## config.mk

```make
export PLATFORM = sky130hd
export DESIGN_NAME = sbps_sqrt
export DESIGN_NICKNAME = d
export VERILOG_FILES = /design/src/rtl/sbps_pkg.sv /design/src/rtl/sbps_sqrt.sv
export SDC_FILE = /design/constraint.sdc
export NUM_CORES = 1
export LEC_CHECK = 0
export BUFFER_PORTS_ARGS = -buffer_cell sky130_fd_sc_hd__buf_2
export CAP_MARGIN = 40
export CORE_MARGIN = 5
export CORE_UTILIZATION = 45
export CTS_BUF_LIST = sky130_fd_sc_hd__clkbuf_8
export CTS_CLUSTER_SIZE = 10
export DETAILED_ROUTE_END_ITERATION = 6
export GPL_ROUTABILITY_DRIVEN = 0
export PLACE_DENSITY_LB_ADDON = 0.1
export SETUP_SLACK_MARGIN = 0.15
export SYNTH_ARGS = -nofsm -noshare
export SYNTH_HDL_FRONTEND = slang
export SYNTH_SLANG_ARGS = --single-unit
```

## constraint.sdc

```tcl
create_clock -name clk -period 6.35 [get_ports clk]
set_clock_uncertainty 0.1 [all_clocks]
set_input_delay 0.9525 -clock clk [delete_from_list [all_inputs] [get_ports clk]]
set_output_delay 0.9525 -clock clk [all_outputs]
set_load 0.01 [all_outputs]
```

## src/rtl/sbps_pkg.sv

```systemverilog
`default_nettype none
package sbps_pkg;

	localparam int MAX_BODIES_DEF = 16;

	localparam int GRAV_Q          = -642908;
	localparam int REST_Q          = 29491;
	localparam int FRIC_Q          = 60293;
	localparam int ONE_PLUS_REST_Q = 95027;
	localparam int DT_LIMIT        = 2184;

	// divider: dividend up to |d|<<16, divisor up to ra+rb or inva+invb
	localparam int DVD_W = 49;
	localparam int DSR_W = 33;

	typedef enum logic [1:0] {
		OP_ADD   = 2'd0,
		OP_STEP  = 2'd1,
		OP_READ  = 2'd2,
		OP_CLEAR = 2'd3
	} op_t;

	typedef struct packed {
		op_t                op;
		logic signed [31:0] pos_x;
		logic signed [31:0] pos_y;
		logic signed [31:0] pos_z;
		logic [30:0]        body_radius;
		logic signed [31:0] body_mass;
		logic [15:0]        time_step;
		logic [3:0]         body_index;
	} cmd_t;

	typedef struct packed {
		logic [3:0]         out_handle;
		logic signed [31:0] out_x;
		logic signed [31:0] out_y;
		logic signed [31:0] out_z;
		logic               error;
	} res_t;

	typedef struct packed {
		logic [2:0][31:0] pos;
		logic [2:0][31:0] vel;
		logic [30:0]      rad;
		logic [31:0]      inv;
		logic             stat;
	} body_t;

	function automatic logic signed [31:0] sat32(input logic signed [71:0] v);
		logic signed [71:0] smax;
		logic signed [71:0] smin;
		smax = 72'sd2147483647;
		smin = -72'sd2147483648;
		if (v > smax) begin
			return 32'sh7FFF_FFFF;
		end else if (v < smin) begin
			return 32'sh8000_0000;
		end else begin
			return v[31:0];
		end
	endfunction

endpackage
`default_nettype wire

```

## src/rtl/sbps_sqrt.sv

```systemverilog
`default_nettype none
module sbps_sqrt import sbps_pkg::*; (
	input  logic        clk,
	input  logic        arst_n,
	input  logic        start,
	input  logic [63:0] radicand,
	output logic        done,
	output logic [31:0] root
);

	logic [63:0] x_q;
	logic [31:0] root_q;
	logic [33:0] rem_q;
	logic [5:0]  cnt_q;
	logic        run_q;
	logic        done_q;
	logic [35:0] trial;
	logic [35:0] cmp;
	logic [35:0] diff;
	logic        fits;

	assign trial = {rem_q, x_q[63:62]};
	assign cmp   = {2'b00, root_q, 2'b01};
	assign diff  = trial - cmp;
	assign fits  = trial >= cmp;

	always_ff @(posedge clk or negedge arst_n) begin
		if (!arst_n) begin
			x_q    <= '0;
			root_q <= '0;
			rem_q  <= '0;
			cnt_q  <= '0;
			run_q  <= 1'b0;
			done_q <= 1'b0;
		end else begin
			done_q <= 1'b0;
			if (start) begin
				x_q    <= radicand;
				root_q <= '0;
				rem_q  <= '0;
				cnt_q  <= 6'd32;
				run_q  <= 1'b1;
			end else if (run_q) begin
				rem_q  <= fits ? diff[33:0] : trial[33:0];
				root_q <= {root_q[30:0], fits};
				x_q    <= {x_q[61:0], 2'b00};
				cnt_q  <= cnt_q - 6'd1;
				if (cnt_q == 6'd1) begin
					run_q  <= 1'b0;
					done_q <= 1'b1;
				end
			end
		end
	end

	assign done = done_q;
	assign root = root_q;

endmodule
`default_nettype wire

```

==> impl_metrics.py <==
metrics = {
    "run_status": {
        "status": "complete, no violations",
    },
    "floorplanning": {
        "die_w_microns": 147,
        "io_pins": 100,
        "num_rows": 50,
        "die-area_sq_mm": 0.0216,
        "die_h_microns": 147,
        "core-area_sq_mm": 0.0186,
        "initial_core_util_pct": 45.5,
    },
    "placement": {
        "dp.cells": 1206,
        "placed_area_sq_mm": 0.00910,
        "io_buffers": 99,
        "place_hpwl_microns": 13700,
    },
    "timing": {
        "layout_min_cycle_time_ns": 3.47,
        "tightest_slew_ns": 0.833,
        "hold_viol": 0,
        "final-setup-viol-count": 0,
        "rsz0062_at_grt": "false",
        "fmax_mhz": 288,
        "whs_ns": 0.434,
        "max-slew-margin-rel_pct": 44.4,
        "min_period_over_period_pct": 54.7,
        "tns_ns": 0,
        "slew_viol_final": 0,
    },
    "clock_tree": {
        "cts_hold_buf": 0,
        "cts_post_setup_buffers_inserted": 0,
        "cts_tree": "yes",
        "cts.path.max_buffers": 2,
        "post_cts_resized": 0,
        "htreeDepth": 4,
        "root_buffer": "clkbuf_8",
        "numCtsBuffers": 17,
        "clk-insertion-delay-late_ns": 0.45,
        "clk_pin_slew_worst_paths_ns": 0.08,
        "cts.sinks": 138,
    },
    "synth": {
        "synth-edff-count": 0,
        "synth.distinct_cells": 61,
        "ys_ff_latch": 138,
        "syn_area_sq_mm": 0.00845,
        "syn_nets": 1027,
        "yosys-top-cells-area": "dfrtp_1, mux2i_1, ha_1",
        "yosysTopAreaCell": "dfrtp_1",
        "synthDominantCellAreaShare_pct": 40.9,
        "ys_seq_area_share_pct": 40.9,
        "netlist_top_cells_count": "dfrtp_1, nand2_1, mux2i_1, o21ai_0, nor2_1",
        "synth.most_common_cell": "dfrtp_1",
        "ys_warn_count": 0,
        "ys.flop_type": "dfrtp_1",
        "synthCells": 924,
        "synthArstFlopShare_pct": 100,
        "avgSynthCellArea_sq_um": 9.14,
    },
    "global_route": {
        "grt.overflow.total": 0,
        "grt_max_degree": 87,
        "grt_pass1_vias": 6782,
        "grt_pass1_wl_microns": 33600,
        "antenna_found_initial": 0,
        "grt_use_total_pct": 18.6,
    },
    "worst_setup_path": {
        "crit_required_ns": 6.60,
        "cp-start-kind": "flip-flop",
        "end_kind": "flip-flop",
        "worstPathMaxFanout": 28,
        "arrival_ns": 3.73,
        "path_class": "flip-flop to flip-flop",
    },
    "power_and_ir_drop": {
        "cellPowerDensity_mw_per_mm2": 430,
        "power_leakage_nw": 4.90,
        "ir_drop_mv": 0.191,
    },
    "detailed_routing": {
        "drcViolationCount": 0,
        "routed_wl_microns": 19700,
        "ant_nets": 0,
        "vias_per_cell": 5.54,
        "routed-via-count": 6861,
        "wire_per_inst_microns": 15.9,
        "drt_iter0_markers": 322,
        "drt_first_pass_iters": 4,
    },
    "final_layout": {
        "fin_area_sq_mm": 0.00951,
        "diodes": 0,
        "nNetsFinal": 1094,
        "layout-drive-gt1-share_pct": 15.7,
        "synthToLayoutAreaGrowth_pct": 12.6,
        "fin_cells": 1238,
    },
    "min_path": {
        "hold_path_class": "input port to asynchronous set/reset pin",
    },
    "job": {
        "maxCapViolCount": 0,
    },
}
==> stage by stage <==
stage / utilization [%] / setup WS [ns] / power, mW
floorplan: - / 3.70 / 2.86
CTS: 51.2 / 2.88 / 4.10
finish: 51.2 / 2.88 / 4.08
global placement: 48.6 / 3.05 / 3.32
detailed placement: 49.0 / 2.92 / 3.33
global route: 51.2 / 2.57 / 4.41
==> cell families (layout without fill, tap and decap cells) <==
| logic type | after synthesis | in the layout | synth area share (%) |
|---|---|---|---|
| AO/OA/AOI/OAI | 240 | 240 | 18.6 |
| XOR/XNOR | 33 | 33 | 3.42 |
| adder cells (fa/ha/maj) | 36 | 36 | 5.33 |
| buffers and inverters | 100 | 180 | 4.95 |
| flip-flops | 138 | 138 | 40.9 |
| multiplexers | 93 | 93 | 11.0 |
| AND/OR/NAND/NOR | 284 | 284 | 15.8 |
==> final timing paths <==
| path | from | endpoint | slack [ns] | depth (start not counted) |
|---|---|---|---|---|
| hold / removal | arst_n | rem_q[32]$_DFFE_PN0P_ | 0.43 | 1 |
| max in group asynchronous | arst_n | run_q$_DFF_PN0_ | 4.41 | 2 |
| setup / recovery | root[11]$_DFFE_PN0P_ | rem_q[32]$_DFFE_PN0P_ | 2.88 | 9 |
| min in group clk | cnt_q[5]$_DFFE_PN0P_ | cnt_q[5]$_DFFE_PN0P_ | 0.44 | 2 |
| hold reg to reg | cnt_q[5]$_DFFE_PN0P_ | cnt_q[5]$_DFFE_PN0P_ | 0.44 | 2 |
| setup reg to reg | root[11]$_DFFE_PN0P_ | rem_q[32]$_DFFE_PN0P_ | 2.88 | 9 |
==> flip-flops by register name (all words and copies together), names as in the netlist <==
name,cells
rem_q,34
run_q,1
root,32
cnt_q,6
done,1
x_q,64
==> critical path, stage by stage, from the launching register on <==
cell and delay, ns:
dfrtp_1 0.40, inv_1 0.06, ha_1 0.43, and3_1 0.25
nand2_1 0.11, nor4_1 0.40, a31oi_1 0.26, a21oi_4 0.71
nor2_1 0.32, o31ai_1 0.32
==> cell type report <==
type | instances | area [sq um]
tap | 234 | 293
fill | 1784 | 9070
clock inverter | 14 | 158
sequential | 138 | 3460
timing repair buffer | 108 | 623
clock buffer | 18 | 248
multi-input combinational | 686 | 4580
inverter | 40 | 150
==> layer usage <==
layer / share of wire, % / global-route usage [%]
met5: 0 / 0
met4: 0.92 / 4.19
met3: 3.9 / 3.92
met2: 47 / 29.9
met1: 48 / 25.9
==> cell usage in the layout (no fill, tap or decap), types with 3 or more instances in the layout <==
master	count
nand3_1	27
nor2b_1	9
nor4b_1	3
a211oi_1	5
a21oi_1	32
nor4_1	4
nor3b_1	13
o31ai_1	10
a41oi_1	5
a21o_1	12
a31oi_1	7
xor2_1	10
nor3_1	13
xnor2_1	23
a311oi_1	21
o21a_1	4
inv_1	41
a211o_1	4
o21ai_1	18
dfrtp_1	137
clkbuf_8	18
o21ai_0	88
a211oi_2	3
nand2b_1	10
o211ai_1	6
and2_1	3
buf_2	97
or3_1	4
nand4_1	5
ha_1	36
inv_6	6
and3_1	6
nor2_1	84
nand2_1	94
a311oi_2	3
buf_4	6
mux2i_1	93
==> where the power goes <==
| part | internal [mW] | switching, mW | leakage [nW] |
|---|---|---|---|
| sequential | 1.02 | 0.114 | 1.77 |
| combinational | 0.903 | 1.30 | 2.92 |
| clock | 0.369 | 0.378 | 0.209 |
No activity file was read; power rests on OpenSTA's default activity.
