File: src/rtl/sbps_pkg.sv
`default_nettype none
package sbps_pkg;

	localparam int MAX_BODIES_DEF = 16;

	localparam int GRAV_Q          = -642908;
	localparam int REST_Q          = 29491;
	localparam int FRIC_Q          = 60293;
	localparam int ONE_PLUS_REST_Q = 95027;
	localparam int DT_LIMIT        = 2184;

	// divider: dividend up to |d|<<16, divisor up to ra+rb or inva+invb
	localparam int DVD_W = 49;
	localparam int DSR_W = 33;

	typedef enum logic [1:0] {
		OP_ADD   = 2'd0,
		OP_STEP  = 2'd1,
		OP_READ  = 2'd2,
		OP_CLEAR = 2'd3
	} op_t;

	typedef struct packed {
		op_t                op;
		logic signed [31:0] pos_x;
		logic signed [31:0] pos_y;
		logic signed [31:0] pos_z;
		logic [30:0]        body_radius;
		logic signed [31:0] body_mass;
		logic [15:0]        time_step;
		logic [3:0]         body_index;
	} cmd_t;

	typedef struct packed {
		logic [3:0]         out_handle;
		logic signed [31:0] out_x;
		logic signed [31:0] out_y;
		logic signed [31:0] out_z;
		logic               error;
	} res_t;

	typedef struct packed {
		logic [2:0][31:0] pos;
		logic [2:0][31:0] vel;
		logic [30:0]      rad;
		logic [31:0]      inv;
		logic             stat;
	} body_t;

	function automatic logic signed [31:0] sat32(input logic signed [71:0] v);
		logic signed [71:0] smax;
		logic signed [71:0] smin;
		smax = 72'sd2147483647;
		smin = -72'sd2147483648;
		if (v > smax) begin
			return 32'sh7FFF_FFFF;
		end else if (v < smin) begin
			return 32'sh8000_0000;
		end else begin
			return v[31:0];
		end
	endfunction

endpackage
`default_nettype wire

File: src/rtl/sbps_div.sv
`default_nettype none
module sbps_div import sbps_pkg::*; (
	input  logic             clk,
	input  logic             arst_n,
	input  logic             start,
	input  logic [DVD_W-1:0] dividend,
	input  logic [DSR_W-1:0] divisor,
	output logic             done,
	output logic [DVD_W-1:0] quotient
);

	localparam int CNT_W = $clog2(DVD_W + 1);

	logic [DVD_W-1:0] quo_q;
	logic [DSR_W-1:0] rem_q;
	logic [DSR_W-1:0] dsr_q;
	logic [CNT_W-1:0] cnt_q;
	logic             run_q;
	logic             done_q;
	logic [DSR_W:0]   trial;
	logic [DSR_W:0]   diff;
	logic             fits;

	assign trial = {rem_q, quo_q[DVD_W-1]};
	assign diff  = trial - {1'b0, dsr_q};
	assign fits  = trial >= {1'b0, dsr_q};

	always_ff @(posedge clk or negedge arst_n) begin
		if (!arst_n) begin
			quo_q  <= '0;
			rem_q  <= '0;
			dsr_q  <= '0;
			cnt_q  <= '0;
			run_q  <= 1'b0;
			done_q <= 1'b0;
		end else begin
			done_q <= 1'b0;
			if (start) begin
				quo_q <= dividend;
				rem_q <= '0;
				dsr_q <= divisor;
				cnt_q <= CNT_W'(DVD_W);
				run_q <= 1'b1;
			end else if (run_q) begin
				rem_q <= fits ? diff[DSR_W-1:0] : trial[DSR_W-1:0];
				quo_q <= {quo_q[DVD_W-2:0], fits};
				cnt_q <= cnt_q - CNT_W'(1);
				if (cnt_q == CNT_W'(1)) begin
					run_q  <= 1'b0;
					done_q <= 1'b1;
				end
			end
		end
	end

	assign done     = done_q;
	assign quotient = quo_q;

endmodule
`default_nettype wire

File: config.mk
export PLATFORM = sky130hd
export DESIGN_NAME = sbps_div
export DESIGN_NICKNAME = d
export VERILOG_FILES = /design/src/rtl/sbps_pkg.sv /design/src/rtl/sbps_div.sv
export SDC_FILE = /design/constraint.sdc
export NUM_CORES = 1
export LEC_CHECK = 0
export ABC_AREA = 1
export BUFFER_PORTS_ARGS = -buffer_cell sky130_fd_sc_hd__clkbuf_2
export CAP_MARGIN = 20
export CORE_ASPECT_RATIO = 1.4
export CORE_MARGIN = 3
export CORE_UTILIZATION = 57
export DETAILED_ROUTE_END_ITERATION = 16
export PLACE_DENSITY = 0.81
export REMOVE_ABC_BUFFERS = 1
export SLEW_MARGIN = 40
export SYNTH_ARGS = -nofsm -noshare
export SYNTH_HDL_FRONTEND = slang
export SYNTH_SLANG_ARGS = --single-unit
File: constraint.sdc
create_clock -name clk -period 2.8 [get_ports clk]
set_input_delay 0.56 -clock clk [delete_from_list [all_inputs] [get_ports clk]]
set_output_delay 0.56 -clock clk [all_outputs]
set_load 0.01 [all_outputs]
==> run_results.csv <==
group,metric,value,unit
status,outcome,"completed",
placed_design,globalplace.congestion,0.988,
placed_design,hpwlAfterDp,16300,um
route,detailroute.via_count,7871,
setup_path,critical_path_peak_fanout,23,
route,drt_first_iter_violations,407,
route,detail_route.vias_per_cell,5.24,
timing,slew_headroom,0.553,
route,drc,0,
global_route,most_used_layer_global_route,"met2",
final_layout,antennaDiodeCount,0,
route,wl_per_cell,14.5,um
timing,final-max-slew-violation-count,0,
global_route,grt_util_all_layers,0.294,
timing,setup-tns-final,0,ns
clock_network,clkLatencyLatePin,0.43,ns
global_route,grt_start_max_net_pins,72,
final_layout,drive_gt1_frac,0.152,
power,power_per_cell_area,914,nW/um2
power,worst_ir_drop_vdd,0.000508,V
timing,finalHoldViolCount,0,
route,antenna_violating_nets_post_route,0,
floorplan,ioPinCount,135,
floorplan,coreArea,13600,um2
synthesis,synth_largest_area_cell,"sky130_fd_sc_hd__dfrtp_1",
floorplan,fp-row-count,50,
final_layout,areaGrowthSynthToFinish,18.7,%
final_layout,nFillCells,1196,
clock_network,cts_inserted_buffers,17,
timing,timing.fmax,401,MHz
global_route,grt_util_met3,0.0801,
synthesis,synth-seq-cells,123,
clock_network,cts-root-buf,"sky130_fd_sc_hd__clkbuf_16",
timing,period_needed,2.50,ns
synthesis,synth_edf_count,0,
synthesis,yosysSeqAreaShare,0.383,
synthesis,yosys_warnings,0,
synthesis,post_synth_fa_ha_maj_area_fraction,0.0569,
setup_path,timing.critical_path.to_type,"register",
synthesis,synth-compound-area-share,0.0971,
synthesis,ys_async_rst_share,1.00,
synthesis,postSynthAreaPerCell,6.84,um2
synthesis,synthXorXnorAreaFrac,0.0163,
timing,grt_setup_unrepaired,"no",
synthesis,synth.cell_area,8040,um2
timing,setup_ws,0.305,ns
setup_path,worst-r2r-setup-slack,0.30,ns
placed_design,numPortBuffers,134,
setup_path,cp.arrival,2.81,ns
synthesis,post_synthesis_share_of_cell_area_spent_on_and_or_nand_and_nor_gates,0.322,
clock_network,clkTransAtPathRegs,0.06,ns
clock_network,cts_htree_levels,4,
synthesis,synth_flop_cell,"sky130_fd_sc_hd__dfrtp_1",
setup_path,critical_path.startpoint_type,"register",
synthesis,synth_top_area_share,0.383,
timing,tcrit_tclk_final,0.891,
power,leakagePower,0.00558,uW
setup_path,timing.critical_path.required,3.12,ns
timing,timing.final.setup_violations,0,
global_route,grt_pass1_wl,37000,um
route,route.final.wire_length,21800,um
floorplan,die_area,15600,um2
global_route,grt_pass1_vias,8065,
synthesis,synth_area_leaders,"sky130_fd_sc_hd__dfrtp_1 (38%), sky130_fd_sc_hd__nand2_1 (22%), sky130_fd_sc_hd__inv_1 (10%)",
global_route,globalRoute.totalOverflow,0,
job,cap_viol_max_count,0,
clock_network,numClockSinks,123,
worst_hold_path,hold_path.class,"in2async",
global_route,grt_antenna_before_repair,0,
global_route,use_met2,0.527,
clock_network,cts.hold.buffers_added,0,
setup_path,worst-setup-path-type,"reg2reg",
clock_network,cts_post_setup_buffers_inserted,0,
placed_design,place_worst_setup_slack,0.358,ns
synthesis,synth.lib_cells_used.distinct,35,
floorplan,initial_core_util,0.592,
synthesis,synth_top_family_by_area,"simple AND/OR/NAND/NOR gates",
clock_network,cts_tree,"done",
route,detailedRoute.firstPassIterationCount,5,
synthesis,yosysMostFrequentCell,"sky130_fd_sc_hd__nand2_1",
clock_network,ctsLongestPathBuffers,2,
global_route,gr-usage-met1,0.328,
final_layout,final_stage_net_count,1428,
timing,worst-slew-pin-transition,0.671,ns
floorplan,floorplan.die.height,147,um
timing,clock_skew,0.00685,ns
synthesis,post_synth_mux_area_share,0,
floorplan,die_width,106,um
power,total_power,8720,uW
clock_network,cts.repair.resized,0,
synthesis,syn-instance-count,1176,
synthesis,synth_commonest_cells,"sky130_fd_sc_hd__nand2_1 (464), sky130_fd_sc_hd__inv_1 (222), sky130_fd_sc_hd__dfrtp_1 (123)",
[layout by cell type, fill, tap and decap left out, types with 17 or more instances in the layout]
master                      synthesis  routed
sky130_fd_sc_hd__o221ai_1          45      45
sky130_fd_sc_hd__nor2_1            40      39
sky130_fd_sc_hd__inv_1            222     222
sky130_fd_sc_hd__dfrtp_1          123     123
sky130_fd_sc_hd__nand3_1           71      71
sky130_fd_sc_hd__nand2_1          464     464
sky130_fd_sc_hd__a21oi_1           21      21
sky130_fd_sc_hd__o21ai_0           38      38
sky130_fd_sc_hd__ha_1              35      35
sky130_fd_sc_hd__clkbuf_2           0     132
sky130_fd_sc_hd__clkbuf_16          0      17
[final cells by class]
class	instances	area, um2	share of cell area
multi-input combinational	794	3960	0.415
sequential	123	3080	0.322
inverter	223	840	0.0880
timing repair buffer	148	806	0.0844
clock buffer	18	439	0.0460
tap	182	228	0.0239
clock inverter	13	191	0.0201
[routing by layer]
layer | part of all wire | vias to the layer above
met4 | 0.029 | 0
met3 | 0.071 | 45
met5 | 0 | -
met2 | 0.51 | 250
met1 | 0.39 | 3651
li1 | - | 3925
[critical path, stage by stage, from the launching register on]
cell                      delay, ns
sky130_fd_sc_hd__dfrtp_1       0.38
sky130_fd_sc_hd__inv_1         0.09
sky130_fd_sc_hd__ha_1          0.23
sky130_fd_sc_hd__fa_1          0.41
sky130_fd_sc_hd__inv_1         0.11
sky130_fd_sc_hd__nand3_1       0.10
sky130_fd_sc_hd__nand3_2       0.15
sky130_fd_sc_hd__nand2_2       0.08
sky130_fd_sc_hd__nand2_2       0.08
sky130_fd_sc_hd__nand2_2       0.07
sky130_fd_sc_hd__nand2_4       0.26
sky130_fd_sc_hd__buf_4         0.22
sky130_fd_sc_hd__nand3_1       0.08
sky130_fd_sc_hd__nand2_1       0.08
sky130_fd_sc_hd__nand2_1       0.05
[sequential cells by signal (all words and copies together), names as in the netlist]
| signal | flops |
|---|---|
| quotient | 49 |
| dsr_q | 33 |
| rem_q | 33 |
| cnt_q | 6 |
| done | 1 |
| run_q | 1 |
[stage by stage]
| step | utilization | hold slack (ns) | instances | area, um2 |
|---|---|---|---|---|
| after floorplan | - | 0.264 | 1140 | 7880 |
| after global placement | 0.656 | 0.471 | 1470 | 8910 |
| after detailed placement | 0.657 | 0.482 | 1470 | 8910 |
| after CTS | 0.703 | 0.177 | 1501 | 9540 |
| after global routing | 0.703 | 0.215 | 1501 | 9540 |
| final | 0.703 | 0.158 | 1501 | 9540 |
[path summary, 6_finish.rpt]
check	end	depth (start not counted)	startpoint
worst min register to register	cnt_q[2]	1	cnt_q[2]
min in group clk	dsr_q[22]	3	divisor[22]
worst max register to register	rem_q[29]	14	quotient[48]
worst min-delay path	dsr_q[8]	1	arst_n
worst max-delay path	rem_q[29]	14	quotient[48]
max in group asynchronous	run_q	2	arst_n
[logic make-up (layout without fill, tap and decap cells)]
group | count (synthesis) | after routing
AND/OR/NAND/NOR | 625 | 625
adder cells (fa/ha/maj) | 36 | 36
XOR/XNOR | 15 | 15
flip-flops | 123 | 123
AO/OA/AOI/OAI | 118 | 118
buffers and inverters | 259 | 402
[power by group]
group | switching (uW) | internal, uW
logic | 2640 | 1400
clock network | 882 | 1510
registers | 205 | 2080
total | 3730 | 5000
(Power assumes the default switching activity.)
